## src/rtl/hkrt_pkg.sv

```systemverilog
`default_nettype none

package hkrt_pkg;

    // fixed field widths
    localparam int KEY_W   = 7;
    localparam int CFG_W   = 12;
    localparam int DRIFT_W = 13;

    // baseline drift tracking
    localparam int unsigned DRIFT_WINDOW = 15;
    localparam logic [DRIFT_W-1:0] DRIFT_HOLD = 13'd5000;

    // configuration register indexes
    typedef enum logic [2:0] {
        CFG_REST_BAND           = 3'd0,
        CFG_TRAVEL_FLOOR        = 3'd1,
        CFG_TRIP_DEPTH          = 3'd2,
        CFG_PRESS_SENSITIVITY   = 3'd3,
        CFG_RELEASE_SENSITIVITY = 3'd4
    } cfg_index_t;

    localparam int CFG_IDX_W = 3;

    // register reset values
    localparam logic [CFG_W-1:0] RST_REST_BAND           = 12'd150;
    localparam logic [CFG_W-1:0] RST_TRAVEL_FLOOR        = 12'd1050;
    localparam logic [CFG_W-1:0] RST_TRIP_DEPTH          = 12'd350;
    localparam logic [CFG_W-1:0] RST_PRESS_SENSITIVITY   = 12'd50;
    localparam logic [CFG_W-1:0] RST_RELEASE_SENSITIVITY = 12'd50;

    // register file contents as seen by the datapath
    typedef struct packed {
        logic [CFG_W-1:0] rest_band;
        logic [CFG_W-1:0] travel_floor;
        logic [CFG_W-1:0] trip_depth;
        logic [CFG_W-1:0] press_sensitivity;
        logic [CFG_W-1:0] release_sensitivity;
    } cfg_t;

endpackage

`default_nettype wire

```

## src/rtl/hkrt_cfg_regs.sv

```systemverilog
`default_nettype none

module hkrt_cfg_regs
    import hkrt_pkg::*;
(
    input  wire logic                 clk,
    input  wire logic                 rst_n,
    input  wire logic                 cfg_valid,
    output logic                      cfg_ready,
    input  wire logic [CFG_IDX_W-1:0] cfg_index,
    input  wire logic [CFG_W-1:0]     cfg_data,
    output cfg_t                      cfg
);

    cfg_t cfg_reg;
    cfg_t cfg_next;

    // writes are always taken
    assign cfg_ready = 1'b1;
    assign cfg      = cfg_reg;

    // register select, unknown indexes are dropped
    always_comb
    begin
        cfg_next = cfg_reg;
        if (cfg_valid)
        begin
            case (cfg_index)
                CFG_REST_BAND:           cfg_next.rest_band           = cfg_data;
                CFG_TRAVEL_FLOOR:        cfg_next.travel_floor        = cfg_data;
                CFG_TRIP_DEPTH:          cfg_next.trip_depth          = cfg_data;
                CFG_PRESS_SENSITIVITY:   cfg_next.press_sensitivity   = cfg_data;
                CFG_RELEASE_SENSITIVITY: cfg_next.release_sensitivity = cfg_data;
                default:                 cfg_next = cfg_reg;
            endcase
        end
    end

    always_ff @(posedge clk or negedge rst_n)
    begin
        if (!rst_n)
        begin
            cfg_reg.rest_band           <= RST_REST_BAND;
            cfg_reg.travel_floor        <= RST_TRAVEL_FLOOR;
            cfg_reg.trip_depth          <= RST_TRIP_DEPTH;
            cfg_reg.press_sensitivity   <= RST_PRESS_SENSITIVITY;
            cfg_reg.release_sensitivity <= RST_RELEASE_SENSITIVITY;
        end
        else
        begin
            cfg_reg <= cfg_next;
        end
    end

endmodule

`default_nettype wire

```

## config.mk

```make
export PLATFORM = sky130hd
export DESIGN_NAME = hkrt_cfg_regs
export DESIGN_NICKNAME = d
export VERILOG_FILES = /design/src/rtl/hkrt_pkg.sv /design/src/rtl/hkrt_cfg_regs.sv
export SDC_FILE = /design/constraint.sdc
export NUM_CORES = 1
export LEC_CHECK = 0
export BUFFER_PORTS_ARGS = -buffer_cell sky130_fd_sc_hd__buf_2
export CORE_MARGIN = 1
export CORE_UTILIZATION = 49
export CTS_CLUSTER_SIZE = 30
export DETAILED_ROUTE_END_ITERATION = 7
export PLACE_DENSITY = 0.78
export SYNTH_ARGS = -nofsm -noshare
export SYNTH_HDL_FRONTEND = slang
export SYNTH_SLANG_ARGS = --single-unit
```

## constraint.sdc

```tcl
create_clock -name clk -period 0.9 [get_ports clk]
set_input_delay 0 -clock clk [delete_from_list [all_inputs] [get_ports clk]]
set_output_delay 0 -clock clk [all_outputs]
set_load 0.02 [all_outputs]
```

======== Yosys cells after proc, flatten, opt, wreduce, memory -nomap -nowiden ========
Index checks and enable logic that the tools add are counted.
cells by class
  equal/unequal tests ..................... 4
  reduce and logical (&&, ||, !) cells .... 6
operator list
  kind                                                 number
  AND reduction 2 bit                                  5
  equality test 3 x 2 -> 1 bit, second input constant  2
  equality test 3 x 1 -> 1 bit, second input constant  1
  equality test 3 bit, second input constant           1
  logical NOT 3 bit                                    1
storage, ports and cells
  bits in registers ....................... 60
  logic and storage cells ................. 15

======== Logic depth before layout (Yosys ltp) ========
  word-level depth ........................ 2
  mapped depth ............................ 3
  gate-level depth less buffers ........... 2

======== Worst setup path before layout ========
OpenSTA, ideal clock, no wires.
  path type ............................... in2reg
  start point ............................. input cfg_index[0]
  end point ............................... register cfg_reg (netlist bit cfg[48])
  arrival ................................. 0.844 ns
  setup slack ............................. -0.068 ns
  stages on the path ...................... 3
  cells stage by stage .................... nor4b_4 buf_4 mux2_2
between the ends
  cells in the longest elaborated chain, start to end .. 2
RTL lines
  what                           line                 text
  start: declaration             hkrt_cfg_regs.sv:10  input wire logic [CFG_IDX_W-1:0] cfg_index,
  logical NOT 3 bit              hkrt_cfg_regs.sv:28  case (cfg_index)
  AND reduction 2 bit (no line)  -
  end signal: assignment         hkrt_cfg_regs.sv:51  cfg_reg <= cfg_next;
  end: declaration               hkrt_cfg_regs.sv:15  cfg_t cfg_reg;
Every way passes these cells.
A chain may end at the register's enable or synchronous reset.

======== Worst setup path in the final report ========
  start point ............................. register cfg_reg (netlist bit cfg[49])
  end point ............................... output cfg[49] in the netlist's numbering
RTL lines
  what              line                 text
  end: declaration  hkrt_cfg_regs.sv:12  output cfg_t cfg
No word-level cell between the ends.

==> metrics.md <==
| Metric | Value |
|---|---|
| Status | complete, but fails checks |
| Violated checks | DRC, setup timing |
| Worst EP required | 900 ps |
| Cell variety after synth | 10 |
| GPL Wtd Cong | 0.734 |
| Average wire per standard cell | 18.1 microns |
| Post-detail-place hpwl | around 3500 microns |
| Flop pwr share | 0.425 |
| Clock Tree Buf Depth | 2 |
| CP Launch Type | flip-flop |
| Period utilisation layout | 1.09 |
| Max-Cap Viols | 0 |
| Inserted Clock Buffers | 9 |
| Effective utilization at floorplan | 0.521 |
| GRT Total Usage | 0.232 |
| Crit path max fanout | 2 |
| Vias in the first global route | 1697 |
| Worst-path cell chain | buf_6 |
| RSZ-0062 raised after global routing | yes |
| H-tree levels | 3 |
| Sw Share | 0.296 |
| Port Buffers | 77 |
| Die height | 71.0 microns |
| Internal Power | 0.00639 W |
| Clock network fraction of total power | 0.261 |
| Share of cells above drive strength 1 | 0.758 |
| Crit path DAT | 980 ps |
| Slowest CP cell | dfstp_2 |
| Post-Route WL | approximately 5400 microns |
| Layout area overhead | 49.9% |
| Sw power | 0.00269 W |
| Antenna-violating nets left | 0 |
| CP Capture Type | output pin |
| Vias per std cell | 5.19 |
| Die area | between 5000 and 6000 sq um |
| CTS tree | done |
| CP delay by family, top | flip-flops |
| Skew-Pair Late Insertion Delay | 320 ps |
| Final #Nets | 257 |
| Hold Vio Cnt, Final | 0 |
| Leakage | 1.64 nW |
| Num rows | 24 |
| Largest register FFs | 60 |
| Maximum operating frequency | between 1000 and 1500 MHz |
| Die X-Extent | 71.0 microns |
| Most common cell after layout, fill and taps aside | buf_2 |
| Cell area power density | 2600 nW/um^2 |
| Global-route wire length before repair | 8630 microns |
| Most frequent cells in the layout | buf_2, dfrtp_1, buf_6 |
| Slew Viols, Final | 0 |
| Number of fill cells | 253 |
| Largest net degree at the start of global routing | 61 |
| Hold WS | 207 ps |
| # DRC | 4 |
| HP Class | input pin to async pin |
| Final core occ | 0.780 |
| Iteration-0 DRC Markers | 48 |
| Synth warn | 0 |
| Max IR drop VDD | 1.73 mV |
| Clk pin slew, worst setup/hold paths | 60 ps |
| Comb power frac | 0.314 |
| CP bufs+invs | 1 |
| N_diodes | 0 |
| Delay of the slowest critical-path stage | approximately 550 ps |
| Final setup violation count | 21 |
| TritonRoute pass-1 iters | 6 |
| Total number of vias | approximately 1500 |
| Post-Syn Area | 2330 sq um |
| Core Footprint | 4470 sq um |
| Layout Skew | 0 ps |
| #FFs+latches synth | 60 |
| Gate Count Post-Synth | 132 |
| # clock sinks | 60 |
| Syn_nets | 150 |
| Initial antenna violation count | 0 |
| Root Buffer | clkbuf_8 |
| Period minus WS final | roughly 980 ps |
| Total gr overflow | 0 |
| Post-synthesis sequential area ratio | 0.655 |
| Syn Area/Cell | 17.6 sq um |
| Setup Crit Path Kind | flip-flop to output pin |
| Post-route setup slack | -83.9 ps |
| Ports | 79 |
==> power by group through the flow <==
stage	combinational, W	sequential (W)	clock, W
2_1_floorplan	0.000726	0.00454	0
3_3_place_gp	0.00231	0.00376	0
3_5_place_dp	0.00237	0.00380	0
4_1_cts	0.00270	0.00383	0.00243
5_1_grt	0.00298	0.00393	0.00255
6_report	0.00285	0.00386	0.00237
==> worst reg2reg max path: cells and delay by family, from the launching register on <==
kind / cells / cell delay, ps
buffers and inverters: 2 / 210
DFF: 1 / 380
muxes: 1 / 260
==> final cells by class <==
| type | count | area, sq um | share of cell area |
|---|---|---|---|
| clock buffers | 15 | 166 | 0.0477 |
| clock inverters | 1 | 30.0 | 0.00860 |
| multi-input cells | 66 | 847 | 0.243 |
| flip-flops and latches | 60 | 1530 | 0.437 |
| well taps | 52 | 65.1 | 0.0186 |
| repair buffers | 102 | 857 | 0.245 |
==> Yosys cell counts (all sizes together) <==
library cell,number,share of area
and4bb,3,0.016
buf,6,0.023
conb,1,0.0016
dfrtp,40,0.43
dfstp,20,0.23
mux2,60,0.29
nand4b,1,0.0038
nor4b,1,0.010
==> cells by family (layout without fill, tap and decap cells) <==
kind of cell,after synthesis,count (layout),share of synthesized area
mux,60,60,0.290
flops,60,60,0.655
buf+inv,6,118,0.0231
simple gates,5,5,0.0301
other cells,1,1,0.00161
==> per-stage QoR <==
step                setup TNS, ps  power, W  instance area [sq um]  instances  worst slack (ps)
floorplan                    -439   0.00526                   2430        132             -45.4
global placement            -7120   0.00607                   2930        265              -173
detailed placement          -8100   0.00617                   2930        265              -193
CTS                         -1790   0.00895                   3400        295              -101
global route                -2250   0.00946                   3490        296              -126
finish                      -1520   0.00908                   3490        296             -83.9
==> what timing repair did <==
item / in CTS / in global routing
endpoints found under the hold margin: 120 / 0
setup endpoints to repair: 22 / 33
buffers inserted: 1 / 1
hold buffers: 13 / 0
resized for setup: 44 / 25
==> routing by layer <==
layer  vias to the layer above  track usage  share of wire
met5                         -            0              0
met4                         0       0.0911         0.0074
met3                         6       0.0613          0.040
met2                        53        0.402           0.54
met1                       793        0.276           0.41
li1                        684            -              -
==> path summary, 6_finish.rpt <==
path,depth (start not counted),start,end,slack [ps]
worst min register to register,1,cfg[14]$_DFFE_PN0P_,cfg[14]$_DFFE_PN0P_,500
min in group clk,4,cfg_index[0],cfg[58]$_DFFE_PN0P_,250
max in group asynchronous,3,rst_n,cfg[26]$_DFFE_PN1P_,380
worst max register to register,3,cfg[27]$_DFFE_PN1P_,cfg[27]$_DFFE_PN1P_,-20
worst min-delay path,3,rst_n,cfg[19]$_DFFE_PN0P_,210
worst max-delay path,1,cfg[49]$_DFFE_PN1P_,cfg[49],-80
Note: power is estimated with default switching activity, not from simulation.
