**config.mk**
```make
export PLATFORM = sky130hd
export DESIGN_NAME = hkrt_key_store
export DESIGN_NICKNAME = d
export VERILOG_FILES = /design/src/rtl/hkrt_key_store.sv
export SDC_FILE = /design/constraint.sdc
export NUM_CORES = 1
export LEC_CHECK = 0
export BUFFER_PORTS_ARGS = -buffer_cell sky130_fd_sc_hd__buf_2
export CORE_MARGIN = 3
export CORE_UTILIZATION = 50
export CTS_CLUSTER_SIZE = 8
export DETAILED_ROUTE_END_ITERATION = 10
export GPL_TIMING_DRIVEN = 0
export PLACE_DENSITY = 0.67
export RECOVER_POWER = 100
export SLEW_MARGIN = 15
export SYNTH_ARGS = -nofsm -noshare
export SYNTH_HDL_FRONTEND = slang
export SYNTH_SLANG_ARGS = --single-unit
```
**constraint.sdc**
```tcl
create_clock -name clk -period 2.7 [get_ports clk]
set_input_delay 0.54 -clock clk [delete_from_list [all_inputs] [get_ports clk]]
set_output_delay 0.54 -clock clk [all_outputs]
set_load 0.005 [all_outputs]
```
**src/rtl/hkrt_key_store.sv**
```systemverilog
`default_nettype none

module hkrt_key_store
#(
    parameter  int DEPTH  = 128,
    parameter  int DATA_W = 8,
    localparam int AW     = (DEPTH > 1) ? $clog2(DEPTH) : 1
)
(
    input  wire logic              clk,
    input  wire logic              rst_n,
    input  wire logic              rd_en,
    input  wire logic [AW-1:0]     rd_addr,
    output logic      [DATA_W-1:0] rd_data,
    input  wire logic              wr_en,
    input  wire logic [AW-1:0]     wr_addr,
    input  wire logic [DATA_W-1:0] wr_data
);

    logic [DATA_W-1:0] mem [DEPTH];
    logic [DEPTH-1:0]  vld_reg;
    logic [DATA_W-1:0] rd_q_reg;
    logic              ent_vld_reg;
    logic              byp_hit_reg;
    logic [DATA_W-1:0] byp_data_reg;

    // entry storage and registered read
    always_ff @(posedge clk)
    begin
        if (wr_en)
        begin
            mem[wr_addr] <= wr_data;
        end
        if (rd_en)
        begin
            rd_q_reg     <= mem[rd_addr];
            byp_data_reg <= wr_data;
        end
    end

    // per-entry written flags, cleared at reset so untouched keys read zero
    always_ff @(posedge clk or negedge rst_n)
    begin
        if (!rst_n)
        begin
            vld_reg     <= '0;
            ent_vld_reg <= 1'b0;
            byp_hit_reg <= 1'b0;
        end
        else
        begin
            if (wr_en)
            begin
                vld_reg[wr_addr] <= 1'b1;
            end
            if (rd_en)
            begin
                ent_vld_reg <= vld_reg[rd_addr];
                byp_hit_reg <= wr_en && (wr_addr == rd_addr);
            end
        end
    end

    // write in the same edge as the read wins over the stale array word
    assign rd_data = byp_hit_reg ? byp_data_reg :
                     (ent_vld_reg ? rd_q_reg : '0);

endmodule

`default_nettype wire

```
======== After elaboration in Yosys (flattened, before gate mapping) ========
Memories as Yosys holds them, arrays and structs flattened. A register that Yosys moved wholly into a read port is not among the register bits.
Cells that the tools add are included.
storage, ports and cells
  bits in registers ....................... 138
  RAM bits ................................ 1,024
  bits of input ports ..................... 26
  output and inout port bits .............. 8
  logic and storage cells ................. 20
  memories kept ........................... 1
memory list
  name  depth  width  rd ports  clocked after Yosys merged registers in  wr ports  RTL line  source
  mem   128    8      1         1                                        1         20        logic [DATA_W-1:0] mem [DEPTH];
operators by class
  $lt $le $gt $ge ......................... 3
  equal/unequal tests ..................... 1
  muxes and demuxes ....................... 8
  bitwise operators ....................... 1
  reduce and logical (&&, ||, !) cells .... 2
operators by type and width
  cell                                                               number
  bitwise OR 128 bit                                                 1
  < comparator 7 x 8 -> 1 bit, second input constant                 2
  two-way mux 8 bit                                                  2
  binary-select mux 1 bit (select 7 bit)                             1
  demux 1 bit (select 7 bit)                                         1
  == test 7 bit                                                      1
  greater-or-equal comparator 7 x 1 -> 1 bit, second input constant  1
  two-way mux 1 bit                                                  4
  logical AND 1 bit                                                  2

======== Longest topological paths before layout ========
  depth after elaboration ................. 5
  mapped depth ............................ 12
  depth with buffers taken out ............ 6

======== Worst setup path after synthesis ========
OpenSTA, ideal clock, no wires.
  path type ............................... input -> register
  from .................................... input port rd_addr[0]
  to ...................................... register rd_q_reg[6], read port of mem (data pin)
  data arrival time ....................... 2,619 ps
  path slack .............................. -181 ps
  stages on the path ...................... 9
  buffers on the path ..................... 5
  cells stage by stage .................... buf_4 -> buf_6 -> buf_6 -> buf_6 -> buf_2 -> mux4_2 -> mux4_2 -> a22oi_1 -> a2bb2oi_1
RTL lines
  element      RTL line  source
  from (decl)  13        input wire logic [AW-1:0] rd_addr,
  to (decl)    22        logic [DATA_W-1:0] rd_q_reg;

======== Final worst setup path ========
  from .................................... input port wr_addr[1]
  to ...................................... register vld_reg[37]
between the ends
  longest elaborated chain between the ends .. 5
  elaborated cells on any way between the ends .. 6
  classes of those cells .................. order compare (2); mux (2); bitwise (1); reduce/logical (1)
ends and longest elaborated chain
  element                                                                                                                 RTL line  source
  from (decl)                                                                                                             16        input wire logic [AW-1:0] wr_addr,
  < comparator 7 x 8 -> 1 bit (not written as such) / greater-or-equal comparator 7 x 1 -> 1 bit (equally long branches)  54        vld_reg[wr_addr] <= 1'b1;
  logical AND 1 bit (not written as such)                                                                                 54
  two-way mux 1 bit (not written as such)                                                                                 54
  demux 1 bit (select 7 bit) *                                                                                            54
  bitwise OR 128 bit (no source line) *                                                                                   n/a
  to (signal assigned)                                                                                                    46        vld_reg <= '0;
  to (signal, indexed assignment)                                                                                         54
  to (decl)                                                                                                               21        logic [DEPTH-1:0] vld_reg;
Mark *: on every way between the ends. The rest lies on a longest branch, timed or not.
A chain may end at the register's enable or synchronous reset.

==> impl_results.md <==
* Outcome: finished, violations left
* Failing checks: capacitance limit, slew limit, setup timing
* Via count of the first global-routing pass at 23.1k
* CTS Sinks at 1170
* Global-route wire length before repair at 161 mm
* Post-Synthesis Net Count at 2097
* Number of distinct library cells after synthesis at 42
* Maximum Capacitance Violations at 4
* Most used cells in the layout excluding fill and tap cells: 1040 x sky130_fd_sc_hd__edfxtp_1, 349 x sky130_fd_sc_hd__mux4_2, 166 x sky130_fd_sc_hd__clkbuf_16
* Met1 layer wirelength in the final routing at 44.2 mm
* Launch point of the worst reg-to-reg path: mem[127][2]$_DFFE_PP_
* Commonest non-fill, non-tap cell in the layout: sky130_fd_sc_hd__edfxtp_1
* Via total after detailed routing at 22.1k
* Time the worst path needs with I/O delays and setup at 2.83 ns
* Unrepaired setup endpoints after global routing: yes
* Origin of the worst min-delay path: wr_addr[4]
* DP HPWL at 72.6 mm
* Share of post-route cells with drive strength above 1 at 34.0%
* Post-synthesis average cell area at 22.0 um^2
* Post-Synthesis Cells at 2071
* Area of the mapped netlist at 45500 um^2
* DR iter-0 viols at 2350
* Sequential area share after synthesis at 75.8%
* Area of combinational cells with multiple inputs at 10500 um^2
* Clock slew at the register clock pins of the worst setup and hold paths at 0.05 ns
* Async S/R FF share, synth at 11.1%
* Floorplan die height at 308 um
* Post-route clock period utilization at 105%
* Number of enable-type register cells in the synthesized netlist at 1040
* Count of endpoints failing hold in the final timing report at 0
* Worst hold path depth at 3
* Total Die Area at 94600 um^2
* Worst-case hold slack at 0.330 ns
* Number of inserted filler cells in the final layout at 6348
* CTS tree: built
* Die Width at 308 um
* Mean number of vias per cell at 6.21
* Number of warnings issued by yosys at 0
* Worst supply voltage drop on vdd at 0.583 mV
* Clock Skew at 0.0381 ns
* Top layer used by detailed routing: met5
* Flip-flop count of the largest register, all copies and words added at 1024
* Transition time of the tightest slew-check pin at 2.58 ns
* R2R depth at 5
* Destination of the worst hold path: byp_hit_reg$_DFFE_PN0P_
* Setup slack of the critical path after layout at -0.128 ns
* Register Area at 34500 um^2
* Worst reg2reg path endpoint: rd_q_reg[2]$_DFFE_PP_
* Remaining number of nets flagged by the antenna check after routing at 0
* Initial Util at 50.5%
* Worst Path Required at 3.35 ns
* Clock latency on the worst-skew pair at 0.77 ns
* GRT Total Usage at 23.8%
* Routed length on met3 at 8.30 mm
* Critical path type: input port to flop
* Critical path data arrival time at 3.47 ns
* Count of input and output buffers at 22
* Final setup viols at 78
* Standard-cell rows at 110
* Class of the tightest hold or removal check: input port to flop
* Flip-flop and latch count after synthesis at 1170
* Final TNS setup at -3.64 ns
* Total core area at 90100 um^2
* TritonCTS Buffers at 164
* Fin. max-slew vios at 241
* Met2 routed wirelength at 53.3 mm
* Area delta synth->final at 15.4%
* Pwr Density at 792 nW/um^2
* Detailed-routing iteration count for the pre-antenna-repair pass at 7
* Post-place setup slack at -1.60 ns
* Static leakage at 17.5 nW
* Setup crit start kind: input port
* H-tree lvl count at 4
* Setup crit end kind: flop
* Number of design rule violations left after detail routing at 0
* Number of top-level design ports at 34
* Relative slew slack at -71.8%
* Peak fanout along the critical path at 10
* GRT Residual Overflow at 0
* Most frequently used flop master after synthesis: sky130_fd_sc_hd__edfxtp_1
* Routability congestion estimate from global placement at 1.00
* DR WL/cell at 30.9 um
* Largest net degree at the start of global routing at 110
* Clock root buffer master: sky130_fd_sc_hd__clkbuf_16
* Total Power at 0.0416 W
* Initial antenna violation count at 6
* Achievable clock frequency at 354 MHz
* Final routed wirelength across all metal layers at 110 mm
* Number of nets in the layout at 2303
* CTS Buffer Depth at 3
* Slack of the worst reg-to-reg path at -0.03 ns
==> repair_timing <==
item | 4_1_cts | 5_1_grt
setup buffers | 0 | 9
resized for setup | 50 | 53
pin swaps | 4 | 1
hold endpoints to repair | 73 | 0
endpoints found under the setup margin | 24 | 229
hold buffers | 1 | 0
==> final cells by class <==
cell class                      count  share of cell area [%]
Antenna cell                        7                  0.0334
Buffer                            112                    1.78
Clock buffer                      245                    8.48
Clock inverter                     14                   0.663
Inverter                            5                  0.0358
Multi-Input combinational cell    783                    20.0
Sequential cell                  1170                    65.7
Tap cell                         1176                    2.80
Timing Repair Buffer               41                   0.520
==> cell usage after synthesis, types with 2 or more instances <==
library cell	n	share of area, %
sky130_fd_sc_hd__a31oi_1	2	0.027
sky130_fd_sc_hd__a311oi_1	8	0.15
sky130_fd_sc_hd__buf_2	18	0.20
sky130_fd_sc_hd__a22o_1	7	0.13
sky130_fd_sc_hd__mux2_2	4	0.099
sky130_fd_sc_hd__nand3_1	12	0.13
sky130_fd_sc_hd__xnor2_1	5	0.096
sky130_fd_sc_hd__nand3b_1	5	0.083
sky130_fd_sc_hd__a211oi_1	4	0.066
sky130_fd_sc_hd__nor2_1	136	1.1
sky130_fd_sc_hd__clkbuf_1	51	0.42
sky130_fd_sc_hd__buf_6	10	0.25
sky130_fd_sc_hd__o21ai_0	2	0.022
sky130_fd_sc_hd__or2_2	128	1.8
sky130_fd_sc_hd__nor2b_1	18	0.25
sky130_fd_sc_hd__buf_1	15	0.12
sky130_fd_sc_hd__nand4_1	6	0.083
sky130_fd_sc_hd__mux4_2	349	17
sky130_fd_sc_hd__edfxtp_1	1040	69
sky130_fd_sc_hd__o22ai_1	7	0.096
sky130_fd_sc_hd__nand2b_1	4	0.055
sky130_fd_sc_hd__inv_1	5	0.041
sky130_fd_sc_hd__dfrtp_1	130	7.2
sky130_fd_sc_hd__buf_4	19	0.31
sky130_fd_sc_hd__xor2_1	2	0.039
sky130_fd_sc_hd__a22oi_1	9	0.15
sky130_fd_sc_hd__nand2_1	20	0.17
sky130_fd_sc_hd__mux2i_1	28	0.62
sky130_fd_sc_hd__a21oi_1	8	0.088
sky130_fd_sc_hd__o221ai_1	6	0.12
sky130_fd_sc_hd__or3_1	2	0.027
==> power by group <==
part,switching (W),internal [W],leakage [nW]
combinational,0.00132,0.00104,4.14
clock,0.00752,0.0114,2.28
sequential,0.000156,0.0201,11.1
total,0.00900,0.0326,17.5
==> worst max-delay path by stage <==
stage | start | end | cells past startpoint
6_report | wr_addr[1] | vld_reg[37]$_DFFE_PN0P_ | 8
5_1_grt | wr_addr[1] | vld_reg[37]$_DFFE_PN0P_ | 8
4_1_cts | rd_addr[0] | rd_q_reg[1]$_DFFE_PP_ | 11
3_5_place_dp | rd_addr[4] | rd_q_reg[2]$_DFFE_PP_ | 7
2_1_floorplan | rd_addr[0] | rd_q_reg[5]$_DFFE_PP_ | 8
3_3_place_gp | rd_addr[4] | rd_q_reg[2]$_DFFE_PP_ | 7
==> metal layers <==
layer / vias up / global-route usage, %
met5: - / 0.809
met4: 4 / 9.27
met3: 236 / 5.36
met2: 982 / 37.7
met1: 11900 / 32.7
li1: 8978 / -
==> logic make-up after synthesis <==
family	Yosys count	synth area share, %
AOI/OAI and AO/OA	59	0.965
xor gates and xnor gates	7	0.135
buffers and inverters	118	1.34
DFF	1170	75.8
muxes	381	18.0
and+or+nand+nor	336	3.77
==> metrics by stage <==
| step | cell area (um^2) | utilization (%) | cells |
|---|---|---|---|
| 2_1_floorplan | 45700 | - | 2071 |
| 3_3_place_gp | 47300 | 52.4 | 3269 |
| 3_5_place_dp | 47500 | 52.7 | 3278 |
| 4_1_cts | 52500 | 58.2 | 3538 |
| 5_1_grt | 52500 | 58.2 | 3547 |
| 6_report | 52500 | 58.2 | 3553 |
==> critical path, cell delays in order <==
cell,delay (ns)
sky130_fd_sc_hd__buf_2,0.15
sky130_fd_sc_hd__clkbuf_1,0.33
sky130_fd_sc_hd__nand3b_1,0.24
sky130_fd_sc_hd__inv_1,0.06
sky130_fd_sc_hd__nand2_1,0.19
sky130_fd_sc_hd__buf_1,0.93
sky130_fd_sc_hd__nor2_1,0.58
sky130_fd_sc_hd__or2_2,0.44
No activity file was read; power rests on OpenSTA's default activity.
