## src/rtl/hkrt_pkg.sv

```systemverilog
`default_nettype none

package hkrt_pkg;

    // fixed field widths
    localparam int KEY_W   = 7;
    localparam int CFG_W   = 12;
    localparam int DRIFT_W = 13;

    // baseline drift tracking
    localparam int unsigned DRIFT_WINDOW = 15;
    localparam logic [DRIFT_W-1:0] DRIFT_HOLD = 13'd5000;

    // configuration register indexes
    typedef enum logic [2:0] {
        CFG_REST_BAND           = 3'd0,
        CFG_TRAVEL_FLOOR        = 3'd1,
        CFG_TRIP_DEPTH          = 3'd2,
        CFG_PRESS_SENSITIVITY   = 3'd3,
        CFG_RELEASE_SENSITIVITY = 3'd4
    } cfg_index_t;

    localparam int CFG_IDX_W = 3;

    // register reset values
    localparam logic [CFG_W-1:0] RST_REST_BAND           = 12'd150;
    localparam logic [CFG_W-1:0] RST_TRAVEL_FLOOR        = 12'd1050;
    localparam logic [CFG_W-1:0] RST_TRIP_DEPTH          = 12'd350;
    localparam logic [CFG_W-1:0] RST_PRESS_SENSITIVITY   = 12'd50;
    localparam logic [CFG_W-1:0] RST_RELEASE_SENSITIVITY = 12'd50;

    // register file contents as seen by the datapath
    typedef struct packed {
        logic [CFG_W-1:0] rest_band;
        logic [CFG_W-1:0] travel_floor;
        logic [CFG_W-1:0] trip_depth;
        logic [CFG_W-1:0] press_sensitivity;
        logic [CFG_W-1:0] release_sensitivity;
    } cfg_t;

endpackage

`default_nettype wire

```

## src/rtl/hkrt_key_update.sv

```systemverilog
`default_nettype none

module hkrt_key_update
    import hkrt_pkg::*;
#(
    parameter int ADC_BITS = 12
)
(
    input  cfg_t                     cfg,
    input  wire logic [ADC_BITS-1:0] sample,
    input  wire logic [ADC_BITS-1:0] old_baseline,
    input  wire logic [DRIFT_W-1:0]  old_drift,
    input  wire logic                old_key_down,
    input  wire logic                old_rapid,
    input  wire logic [ADC_BITS-1:0] old_deepest,
    input  wire logic [ADC_BITS-1:0] old_shallowest,
    output logic      [ADC_BITS-1:0] new_baseline,
    output logic      [DRIFT_W-1:0]  new_drift,
    output logic                     new_key_down,
    output logic                     new_rapid,
    output logic      [ADC_BITS-1:0] new_deepest,
    output logic      [ADC_BITS-1:0] new_shallowest,
    output logic                     pressed,
    output logic                     changed
);

    // common compare width for samples and 12-bit registers
    localparam int DW = (ADC_BITS > CFG_W) ? ADC_BITS : CFG_W;
    localparam int LW = DW + 1;

    logic [ADC_BITS-1:0] diff;
    logic [DRIFT_W-1:0]  drift_inc;
    logic [ADC_BITS-1:0] depth;
    logic [ADC_BITS-1:0] depth_c;
    logic [ADC_BITS-1:0] sh_upd;
    logic [ADC_BITS-1:0] deep_upd;
    logic [DW-1:0]       depth_x;
    logic [DW-1:0]       depth_cx;
    logic [DW-1:0]       top_x;
    logic [DW-1:0]       bot_x;
    logic [DW-1:0]       rel_x;
    logic [DW-1:0]       deep_x;
    logic [DW-1:0]       rel_line;
    logic [LW-1:0]       press_sum;
    logic [LW-1:0]       press_line;

    // baseline tracking while released
    always_comb
    begin
        diff         = old_baseline - sample;
        drift_inc    = old_drift + DRIFT_W'(1);
        new_baseline = old_baseline;
        new_drift    = '0;
        if (!old_key_down)
        begin
            if (sample > old_baseline)
            begin
                new_baseline = sample;
            end
            else if ((old_baseline > sample) && (diff < ADC_BITS'(DRIFT_WINDOW)))
            begin
                if (drift_inc > DRIFT_HOLD)
                begin
                    new_baseline = old_baseline - ADC_BITS'(1);
                end
                else
                begin
                    new_drift = drift_inc;
                end
            end
        end
    end

    // depth and its clamp at the bottom deadzone
    always_comb
    begin
        depth    = (new_baseline > sample) ? (new_baseline - sample) : '0;
        depth_x  = DW'(depth);
        top_x    = DW'(cfg.rest_band);
        bot_x    = DW'(cfg.travel_floor);
        rel_x    = DW'(cfg.release_sensitivity);
        depth_c  = (depth_x > bot_x) ? ADC_BITS'(cfg.travel_floor) : depth;
        depth_cx = DW'(depth_c);
    end

    // press and release lines
    always_comb
    begin
        sh_upd     = (depth_c < old_shallowest) ? depth_c : old_shallowest;
        press_sum  = LW'(sh_upd) + LW'(cfg.press_sensitivity);
        press_line = (press_sum > LW'(cfg.travel_floor)) ?
                     LW'(cfg.travel_floor) : press_sum;
        if (!old_rapid)
        begin
            press_line = LW'(cfg.trip_depth);
        end
        deep_upd = (depth_c > old_deepest) ? depth_c : old_deepest;
        deep_x   = DW'(deep_upd);
        rel_line = (deep_x > rel_x) ? (deep_x - rel_x) : '0;
    end

    // key decision
    always_comb
    begin
        new_key_down   = old_key_down;
        new_rapid      = old_rapid;
        new_deepest    = old_deepest;
        new_shallowest = old_shallowest;
        if (depth_x < top_x)
        begin
            new_key_down   = 1'b0;
            new_rapid      = 1'b0;
            new_deepest    = '0;
            new_shallowest = depth;
        end
        else if (!old_key_down)
        begin
            if (old_rapid)
            begin
                new_shallowest = sh_upd;
            end
            if (LW'(depth_cx) >= press_line)
            begin
                new_key_down = 1'b1;
                new_deepest  = depth_c;
            end
        end
        else
        begin
            new_deepest = deep_upd;
            if (depth_cx <= rel_line)
            begin
                new_key_down   = 1'b0;
                new_rapid      = 1'b1;
                new_shallowest = depth_c;
            end
        end
    end

    // the reported state always follows key_down, so a change is an edge of it
    assign pressed = new_key_down;
    assign changed = new_key_down ^ old_key_down;

endmodule

`default_nettype wire

```

## config.mk

```make
export PLATFORM = sky130hd
export DESIGN_NAME = hkrt_key_update
export DESIGN_NICKNAME = d
export VERILOG_FILES = /design/src/rtl/hkrt_pkg.sv /design/src/rtl/hkrt_key_update.sv
export SDC_FILE = /design/constraint.sdc
export NUM_CORES = 1
export LEC_CHECK = 0
export BUFFER_PORTS_ARGS = -buffer_cell sky130_fd_sc_hd__buf_2
export CAP_MARGIN = 20
export CELL_PAD_IN_SITES_DETAIL_PLACEMENT = 2
export CELL_PAD_IN_SITES_GLOBAL_PLACEMENT = 2
export CORE_ASPECT_RATIO = 0.6
export CORE_UTILIZATION = 31
export DETAILED_ROUTE_END_ITERATION = 10
export PLACE_DENSITY_LB_ADDON = 0.1
export SYNTH_ARGS = -nofsm -noshare
export SYNTH_HDL_FRONTEND = slang
export SYNTH_SLANG_ARGS = --single-unit
```

## constraint.sdc

```tcl
create_clock -name vclk -period 23.1
set_input_delay 4.62 -clock vclk [all_inputs]
set_output_delay 4.62 -clock vclk [all_outputs]
set_load 0.02 [all_outputs]
```

; Word level (Yosys, flattened, before mapping)
; Index checks and enable logic that the tools add are counted.
[totals]
in_bits = 123
elab_cells = 50
out_inout_bits = 53
memories = 0
ff_bits = 0
latchBits = 0
rom_bits = 0
mem_bits_rw = 0
[classes]
eq_ne = 0
n_div = 0
n_lt_le_gt_ge = 13
n_shift = 0
add_sub_neg = 6
mux = 29
reduce_logical = 1
mul = 0
n_bitwise = 1
[ops]
columns = cell, n
row1 = $mux 12, 16
row2 = $mux 13, 6
row3 = $gt 12x12->1, 6
row4 = $sub 12x12->12, 3
row5 = $lt 12x12->1, 2
row6 = $add 12x12->13, 1
row7 = $add 13x1->13 const B, 1
row8 = $ge 12x13->1, 1
row9 = $gt 13x12->1, 1
row10 = $gt 13x13->1 const B, 1
row11 = $le 12x12->1, 1
row12 = $lt 12x4->1 const B, 1
row13 = $sub 12x1->12 const B, 1
row14 = $mux 1, 7
row15 = $logic_and 1x1->1, 1
row16 = $xor 1x1->1, 1

; Logic depth before layout (Yosys ltp)
; Gate-level depths: netlist (run 1).
[logic_depth]
depth_word = 21
depth_mapped = 67
depth_no_buf = 60

; Least setup slack after synthesis (run 1)
; No wires, ideal clock.
[synth_path]
kind = input to output
startpoint = input port old_baseline[0]
endpoint = output port new_deepest[3]
cell_stages = 62
setup_slack_ps = 729
t_arrival_ps = 17751
path_buffers = 7
cell_sequence = inv_1 -> ha_1 -> inv_1 -> fa_1 -> nand3_1 -> a21oi_2 -> nor2_1 -> a31oi_1 -> nor4_1 -> and4_1 -> buf_6 -> buf_6 -> a311oi_1 -> a311oi_1 -> ha_1 -> a21o_1 -> a21oi_1 -> and2_1 -> (+26 left out) -> a21o_1 -> a21oi_1 -> and2_0 -> nor2b_1 -> a222oi_1 -> a221o_1 -> buf_2 -> mux2_1 -> mux2i_1 -> ha_1 -> a21o_1 -> a21o_1 -> a211oi_1 -> o21ai_1 -> a221oi_2 -> buf_2 -> nor2_1 -> a211oi_1
[synth_between]
elab_chain_cells = 20
[synth_lines]
columns = element, line_no
row1 = "start, declared", hkrt_key_update.sv:11  ; input wire logic [ADC_BITS-1:0] old_baseline,
row2 = $sub 12x12->12, hkrt_key_update.sv:50  ; diff = old_baseline - sample;
row3 = $lt 12x4->1, hkrt_key_update.sv:60  ; else if ((old_baseline > sample) && (diff < ADC_BITS'(DRIFT_WINDOW)))
row4 = $logic_and 1x1->1, hkrt_key_update.sv:60
row5 = $mux 12, hkrt_key_update.sv:60
row6 = $mux 12 (*), hkrt_key_update.sv:56  ; if (sample > old_baseline)
row7 = $mux 12 (*), hkrt_key_update.sv:54  ; if (!old_key_down)
row8 = named net new_baseline[10], hkrt_key_update.sv:17  ; output logic [ADC_BITS-1:0] new_baseline,
row9 = $sub 12x12->12 or $gt 12x12->1 (tied branches), hkrt_key_update.sv:77  ; depth = (new_baseline > sample) ? (new_baseline - sample) : '0;
row10 = (+5 left out), n/a
row11 = $add 12x12->13, hkrt_key_update.sv:90  ; press_sum = LW'(sh_upd) + LW'(cfg.press_sensitivity);
row12 = $gt 13x12->1, hkrt_key_update.sv:91  ; press_line = (press_sum > LW'(cfg.travel_floor)) ?
row13 = $mux 13, hkrt_key_update.sv:91
row14 = $mux 13, hkrt_key_update.sv:93  ; if (!old_rapid)
row15 = $ge 12x13->1, hkrt_key_update.sv:122  ; if (LW'(depth_cx) >= press_line)
row16 = $mux 12, hkrt_key_update.sv:122
row17 = $mux 12, hkrt_key_update.sv:116  ; else if (!old_key_down)
row18 = $mux 12 (*), hkrt_key_update.sv:109  ; if (depth_x < top_x)
row19 = "end, declared", hkrt_key_update.sv:21  ; output logic [ADC_BITS-1:0] new_deepest,
; Mark *: on every way through the listed nets, which the timed path passes. The rest lies on a longest branch.

; Final worst setup path (run 1)
[layout_path]
startpoint = input port sample[5]
endpoint = output port new_deepest[8]
[layout_between]
elab_chain_cells = 20
[layout_lines]
columns = element, line_no
row1 = "start, declared", hkrt_key_update.sv:10  ; input wire logic [ADC_BITS-1:0] sample,
row2 = $sub 12x12->12, hkrt_key_update.sv:50
row3 = $lt 12x4->1, hkrt_key_update.sv:60
row4 = $logic_and 1x1->1, hkrt_key_update.sv:60
row5 = $mux 12, hkrt_key_update.sv:60
row6 = $mux 12, hkrt_key_update.sv:56
row7 = $mux 12, hkrt_key_update.sv:54
row8 = $sub 12x12->12 or $gt 12x12->1 (tied branches), hkrt_key_update.sv:77
row9 = $mux 12 (*), hkrt_key_update.sv:77
row10 = (+4 left out), n/a
row11 = $add 12x12->13, hkrt_key_update.sv:90
row12 = $gt 13x12->1, hkrt_key_update.sv:91
row13 = $mux 13, hkrt_key_update.sv:91
row14 = $mux 13, hkrt_key_update.sv:93
row15 = $ge 12x13->1, hkrt_key_update.sv:122
row16 = $mux 12, hkrt_key_update.sv:122
row17 = $mux 12, hkrt_key_update.sv:116
row18 = $mux 12 (*), hkrt_key_update.sv:109
; Every way passes the cells marked *; elsewhere a longest branch is shown, timed or not.

==> flow_summary.toml, run 1 <==
[finish]
final-seq-area_um2 = 0
clkbuf_count = 0
final_nets = 1451
layout_commonest_cell = "buf_2"
synthToLayoutAreaGrowth_pct = 27.3
final_cell_mix = "buf_2, ha_1, inv_1"
design_area_mm2 = 0.00871
seq_cell_count = 0
layout-drive-gt1-share_pct = 28.2
final_util_pct = 40.8
diodes = 0

[global_route]
grt_use_met1_pct = 45.3
grt_pass1_wl_um = 50100
grt_pass1_vias = 8464
met2_usage_pct = 41.0
grt_use_met3_pct = 3.21
grt_start_max_net_pins = 41
track_usage_pct = 28.5
top_usage_layer = "met1"
antenna_found_initial = 1
gr-total-overflow = 0

[floorplanning]
die_h_um = 117
rows = 41
ios = 176
dieArea_mm2 = 0.0227
initial_core_util_pct = 32.1
die_w_um = 194
coreArea_mm2 = 0.0213

[sta]
period_share_pct = 98.2
postLayoutSetupSlackWorst_ns = 0.412
setup_viol = 0
tightest_slew_ns = 0.934
slew_headroom_pct = 37.2
hold_violations = 0
timing.final.crit_period_ns = 22.69
slew_violations = 0
max_freq_mhz = 44.1
worst_hold_slack_ns = 9.62

[job]
max_cap_viol_count = 0

[synth]
syn_area_mm2 = 0.00684
syn_avg_cell_area_um2 = 6.87
yosys_warnings = 0
synth_cell_types = 76
seq_area_frac_synth_pct = 0
synth_cells = 996
syn-num-nets = 1257

[route]
wirelength_um = 34600
ant_nets = 0
dr.pass1.iters = 5
via_per_inst = 5.91
drt_iter0_drc = 554
drc = 0
post_drt_wl_per_cell_um = 23.6
num_vias = 8677

[place]
port_buffers = 176
hpwl_um = 28100
place_congestion = 0.913
place_area_mm2 = 0.00813
dpl_worst_slack_ns = -0.728

[critical_path]
crit_required_ns = 18.48
crit_type = "in2out"
crit_path_start_kind = "input port"
cpMostUsedCell = "ha_1"
cp.arrival_ns = 18.07
critPathSlowestCell = "a221o_2"
endpoint_kind = "output pin"
cp_max_fo = 7
crit_path_max_incr_delay_ns = 0.47

[power_and_ir_drop]
ir_drop_uv = 58.7
leakagePower_nw = 4.28
pwr_density_cell_mw_per_mm2 = 100

[status]
status = "completed"

[worst_hold_path]
hp-class = "in2out"
timing repair:
action	in CTS	in global routing
hold buffers	0	0
setup endpoints to repair	19	27
buffers inserted	9	10
cloned	1	3
gates resized for setup	18	78
pin swaps	5	20
final cells by class:
cell class         instances  area [um2]
inverters                106         398
fillers                 2576       12600
repair buffers           228        1310
well taps                279         349
multi-input cells        854        6650
metrics by stage:
step | TNS, ns | cells | power [W]
finish | 0 | 1467 | 0.000873
global route | -0.553 | 1467 | 0.000943
CTS | 0 | 1454 | 0.000797
detailed placement | -8.22 | 1444 | 0.000783
global placement | -0.922 | 1444 | 0.000757
floorplan | 0 | 996 | 0.000526
Yosys cell counts (all sizes together) (8+ instances only):
library cell  number  area share [%]
a211oi            46             5.2
a21o              28             3.1
a21oi             63             4.7
a31oi             11             1.0
and2              14             1.3
buf               22             1.8
clkbuf            16            0.88
ha               134              25
inv              104             5.7
mux2              26             4.3
mux2i             17             2.5
nand2             53             2.9
nand2b            13             1.2
nand3             43             3.1
nand4             25             2.4
nor2              90             4.9
nor2b             15             1.4
nor3              37             2.7
nor4              18             1.6
o211ai             8            0.88
o21a               9            0.99
o21ai             59             4.3
xnor2             23             2.9
xor2              13             1.7
where the power goes:
part	switching [W]	total, W	internal, W
logic	0.000520	0.000873	0.000353
clock network	0	0	0
registers	0	0	0
path summary, 6_finish.rpt:
path,startpoint,end,slack [ns],cells past startpoint
worst min-delay path,old_drift[0],new_drift[0],9.62,3
worst max-delay path,sample[5],new_deepest[8],0.41,62
kinds of logic (layout without fill, tap and decap cells):
kind of cell | Yosys count | in the layout | synth area share (%)
AOI/OAI and AO/OA | 284 | 285 | 28.2
xor gates and xnor gates | 36 | 36 | 4.61
adders and majority gates | 138 | 138 | 25.7
buffers and inverters | 144 | 334 | 8.54
muxes | 43 | 43 | 6.77
and+or+nand+nor | 351 | 352 | 26.2
critical path: cells and delay by family:
family          cells  cell delay (ns)
compound gates     28             6.05
xor+xnor            1             0.16
fa+ha+maj           8             2.40
buf+inv             9             1.42
mux                 4             1.21
simple gates       12             2.16
per-layer routing:
| metal | part of all wire [%] | wire (um) |
|---|---|---|
| met3 | 7.5 | 2600 |
| met2 | 39 | 13500 |
| met1 | 52 | 18100 |
| met4 | 1.1 | 387 |
| met5 | 0.026 | 9 |
Power figures use the tool's default switching activity.
==> inputs of run 2 (changes only) <==
Settings changed: CORE_MARGIN from default to 2.
==> run 2 against run 1 <==
Against the previous run: power rose by 2.2%; final cell count rose by 1.1%; routed wire length fell by 0.36%; utilization fell by 1.1 points; critical path type unchanged; sequential cell count did not move; highest routed layer is now met4; non-clock buffer count rose by 8; sequential share of layout area did not move; worst hold slack improved by 0.0082 ns; critical path depth fell by 1; combinational power rose by 2.3%; worst setup slack improved by 0.088 ns; first-iteration DRC count did not move.
==> flow_summary.toml, run 2 (synthesized netlist as in run 1, its figures left out) <==
[floorplanning]
coreArea_mm2 = 0.0219
initial_core_util_pct = 31.3
die_w_um = 196
ios = 176
dieArea_mm2 = 0.0233
die_h_um = 119
rows = 42

[route]
dr.pass1.iters = 5
ant_nets = 0
drt_iter0_drc = 554
num_vias = 8634
wirelength_um = 34500
drc = 0
via_per_inst = 5.82
post_drt_wl_per_cell_um = 23.2

[finish]
final_util_pct = 39.7
seq_cell_count = 0
diodes = 0
final_nets = 1460
clkbuf_count = 0
final_cell_mix = "buf_2, ha_1, inv_1"
synthToLayoutAreaGrowth_pct = 26.8
layout_commonest_cell = "buf_2"
design_area_mm2 = 0.00868
layout-drive-gt1-share_pct = 27.1
final-seq-area_um2 = 0
final_cells = 1483

[critical_path]
cp.arrival_ns = 17.98
crit_required_ns = 18.48
cpMostUsedCell = "ha_1"
endpoint_kind = "output pin"
cp_max_fo = 8
crit_path_start_kind = "input port"
critPathSlowestCell = "a221o_2"
crit_path_max_incr_delay_ns = 0.48
crit_type = "in2out"

[place]
place_congestion = 0.907
port_buffers = 176
dpl_worst_slack_ns = -0.541
hpwl_um = 28600
placed_cells = 1464
place_area_mm2 = 0.00824

[global_route]
met2_usage_pct = 39.0
gr-total-overflow = 0
antenna_found_initial = 0
grt_start_max_net_pins = 41
track_usage_pct = 27.4
grt_use_met1_pct = 44.7
grt_use_met3_pct = 2.89
grt_pass1_vias = 8525
grt_pass1_wl_um = 50400
top_usage_layer = "met1"

[sta]
setup_viol = 0
timing.final.crit_period_ns = 22.60
period_share_pct = 97.8
slew_violations = 0
tightest_slew_ns = 0.687
postLayoutSetupSlackWorst_ns = 0.500
max_freq_mhz = 44.2
hold_violations = 0
slew_headroom_pct = 54.2
timing.setup.tns_ns = 0

[power_and_ir_drop]
p_clk_share_pct = 0
pwr_density_cell_mw_per_mm2 = 103
p_sw_share_pct = 59.3
power.switching_w = 0.000529
comb_power_share_pct = 100.0
seq_power_share_pct = 0
ir_drop_uv = 38.0
p_int_w = 0.000363
leakagePower_nw = 4.33

[worst_hold_path]
min_path_cells = 3
hp-class = "in2out"

[status]
status = "completed"

[job]
max_cap_viol_count = 0

[clock_network]
cts_hold_buf = 0
-- run 2: what timing repair did --
item,CTS,global route
buffers inserted,0,14
resized for setup,7,59
cloned,0,5
pin swaps,0,19
endpoints found under the setup margin,12,20
-- run 2: metrics by stage --
stage / power [W] / hold WS [ns]
after CTS: 0.000802 / 9.63
after detailed placement: 0.000795 / 9.63
final: 0.000893 / 9.63
after floorplan: 0.000526 / 9.32
after global placement: 0.000768 / 9.61
after global routing: 0.000967 / 9.66
-- run 2: worst max-delay path: cells and delay by family --
kind | cells | cell delay (ns)
compound gates | 30 | 6.65
fa+ha+maj | 8 | 2.63
simple gates | 10 | 1.43
buf+inv | 8 | 1.24
mux | 4 | 1.21
xor+xnor | 1 | 0.16
-- run 2: final timing paths --
path	from	to	slack, ns
worst max-delay path	sample[5]	new_deepest[3]	0.50
worst min-delay path	old_drift[0]	new_drift[0]	9.63
-- run 2: layout make-up --
type / count / area [um2]
multi-input cells: 855 / 6570
inverters: 106 / 398
repair buffers: 236 / 1360
fillers: 2664 / 13200
well taps: 286 / 358
-- run 2: layer usage --
metal	vias up	part of all wire (%)
met5	-	0
met4	0	0.56
met3	16	5.2
met2	235	40
met1	4251	55
li1	4132	-
-- run 2: power groups by stage --
stage | Clock [W] | Sequential (W) | Combinational (W)
finish | 0 | 0 | 0.000893
global placement | 0 | 0 | 0.000768
global route | 0 | 0 | 0.000967
CTS | 0 | 0 | 0.000802
floorplan | 0 | 0 | 0.000526
detailed placement | 0 | 0 | 0.000795
==> inputs of run 3 (changes only) <==
Settings changed: REMOVE_ABC_BUFFERS from default to 1.
==> run 3 against run 2 <==
Against the previous run: critical path depth increased by 5; clock-buffer cell count unchanged; routed wire length increased by 4.5%; design area increased by 3.0%; first-iteration DRC count increased by 28%; worst setup slack got worse by 0.17 ns; sequential share of layout area unchanged; non-clock buffer count increased by 29; die area unchanged; global-route usage increased by 1.0 points; fmax decreased by 0.75%.
==> flow_summary.toml, run 3 (synthesized netlist as in run 1, its figures left out) <==
[status]
status = "completed"

[finish]
synthToLayoutAreaGrowth_pct = 30.7
layout_commonest_cell = "buf_2"
final-seq-area_um2 = 0
clkbuf_count = 0
seq_cell_count = 0
final_cell_mix = "buf_2, ha_1, inv_1"
design_area_mm2 = 0.00894
final_nets = 1488
final_cells = 1512
layout-drive-gt1-share_pct = 29.6

[critical_path]
crit_path_start_kind = "input port"
critPathSlowestCell = "a221o_2"
endpoint_kind = "output pin"
cpMostUsedCell = "buf_4"
crit_path_max_incr_delay_ns = 0.50
cp.arrival_ns = 18.15
crit_required_ns = 18.48
cp_max_fo = 10
crit_type = "in2out"

[place]
placed_cells = 1488
port_buffers = 176
place_congestion = 0.895
hpwl_um = 29900
place_area_mm2 = 0.00842

[route]
post_drt_wl_per_cell_um = 23.8
drc = 0
drt_iter0_drc = 711
num_vias = 8906
via_per_inst = 5.89
wirelength_um = 36000
ant_nets = 0
dr.pass1.iters = 5

[sta]
tightest_slew_ns = 0.871
slew_headroom_pct = 41.3
setup_viol = 0
timing.final.crit_period_ns = 22.77
max_freq_mhz = 43.9
slew_violations = 0
period_share_pct = 98.6
hold_violations = 0

[global_route]
grt_pass1_vias = 8646
track_usage_pct = 28.4
antenna_found_initial = 0
grt_start_max_net_pins = 41
gr-total-overflow = 0
grt_pass1_wl_um = 51900

[floorplanning]
die_h_um = 119
coreArea_mm2 = 0.0219
ios = 176
initial_core_util_pct = 31.3
dieArea_mm2 = 0.0233
rows = 42
die_w_um = 196

[worst_hold_path]
hp-class = "in2out"
min_path_cells = 3
hp-start = "old_drift[0]"
hold_end = "new_drift[0]"

[clock_network]
cts_hold_buf = 0

[job]
max_cap_viol_count = 0
## run 3: changes by cell type in the layout (fill, tap and decap cells not counted), moves of 3 or more
cell / change
a21oi_4: +3
a211oi_2: +5
a211oi_1: -6
buf_4: +27
## run 3: critical path, delay by kind of cell
kind / cells / cell delay (ns)
AO/OA/AOI/OAI: 29 / 6.40
adder cells (fa/ha/maj): 8 / 2.45
AND/OR/NAND/NOR: 13 / 2.07
buffers and inverters: 13 / 1.86
multiplexers: 2 / 0.60
XOR/XNOR: 1 / 0.08
## run 3: metal layers
layer,up-vias,wire length (um),global-route usage (%)
met5,-,0,0
met4,0,214,0.616
met3,20,3230,3.00
met2,317,13300,37.2
met1,4392,19300,49.2
li1,4177,-,-
## run 3: worst max-delay path by stage
stage                          from               to  slack (ns)  depth (start not counted)
global route        old_baseline[0]   new_deepest[9]       -0.23                         65
CTS                       sample[9]   new_deepest[9]        0.02                         64
global placement    old_baseline[0]   new_deepest[9]       -0.13                         61
finish                    sample[4]   new_deepest[9]        0.33                         66
floorplan           old_baseline[0]  new_deepest[10]       -0.03                         56
detailed placement  old_baseline[0]   new_deepest[9]       -0.80                         61
## run 3: repair_timing
action                                  in CTS  in global routing
pin swaps                                    3                 27
gates resized for setup                     11                 72
gates cloned                                 1                  3
hold endpoints to repair                     0                  0
setup buffers                                0                 19
endpoints found under the setup margin      15                 15
## run 3: per-stage QoR
step | utilization [%] | setup TNS (ns) | worst slack, ns | hold WS, ns
6_report | 40.9 | 0 | 0.330 | 9.62
5_1_grt | 40.9 | -2.26 | -0.233 | 9.66
4_1_cts | 38.7 | 0 | 0.0178 | 9.64
3_5_place_dp | 38.5 | -10.74 | -0.798 | 9.63
3_3_place_gp | 38.5 | -1.01 | -0.129 | 9.63
2_1_floorplan | - | -0.288 | -0.0262 | 9.32
## run 3: area by class of cell
class | instances | area [um2]
Fill cell | 2654 | 12900
Antenna cell | 1 | 2.50
Inverter | 106 | 398
Tap cell | 286 | 358
Multi-Input combinational cell | 854 | 6610
Timing Repair Buffer | 265 | 1580
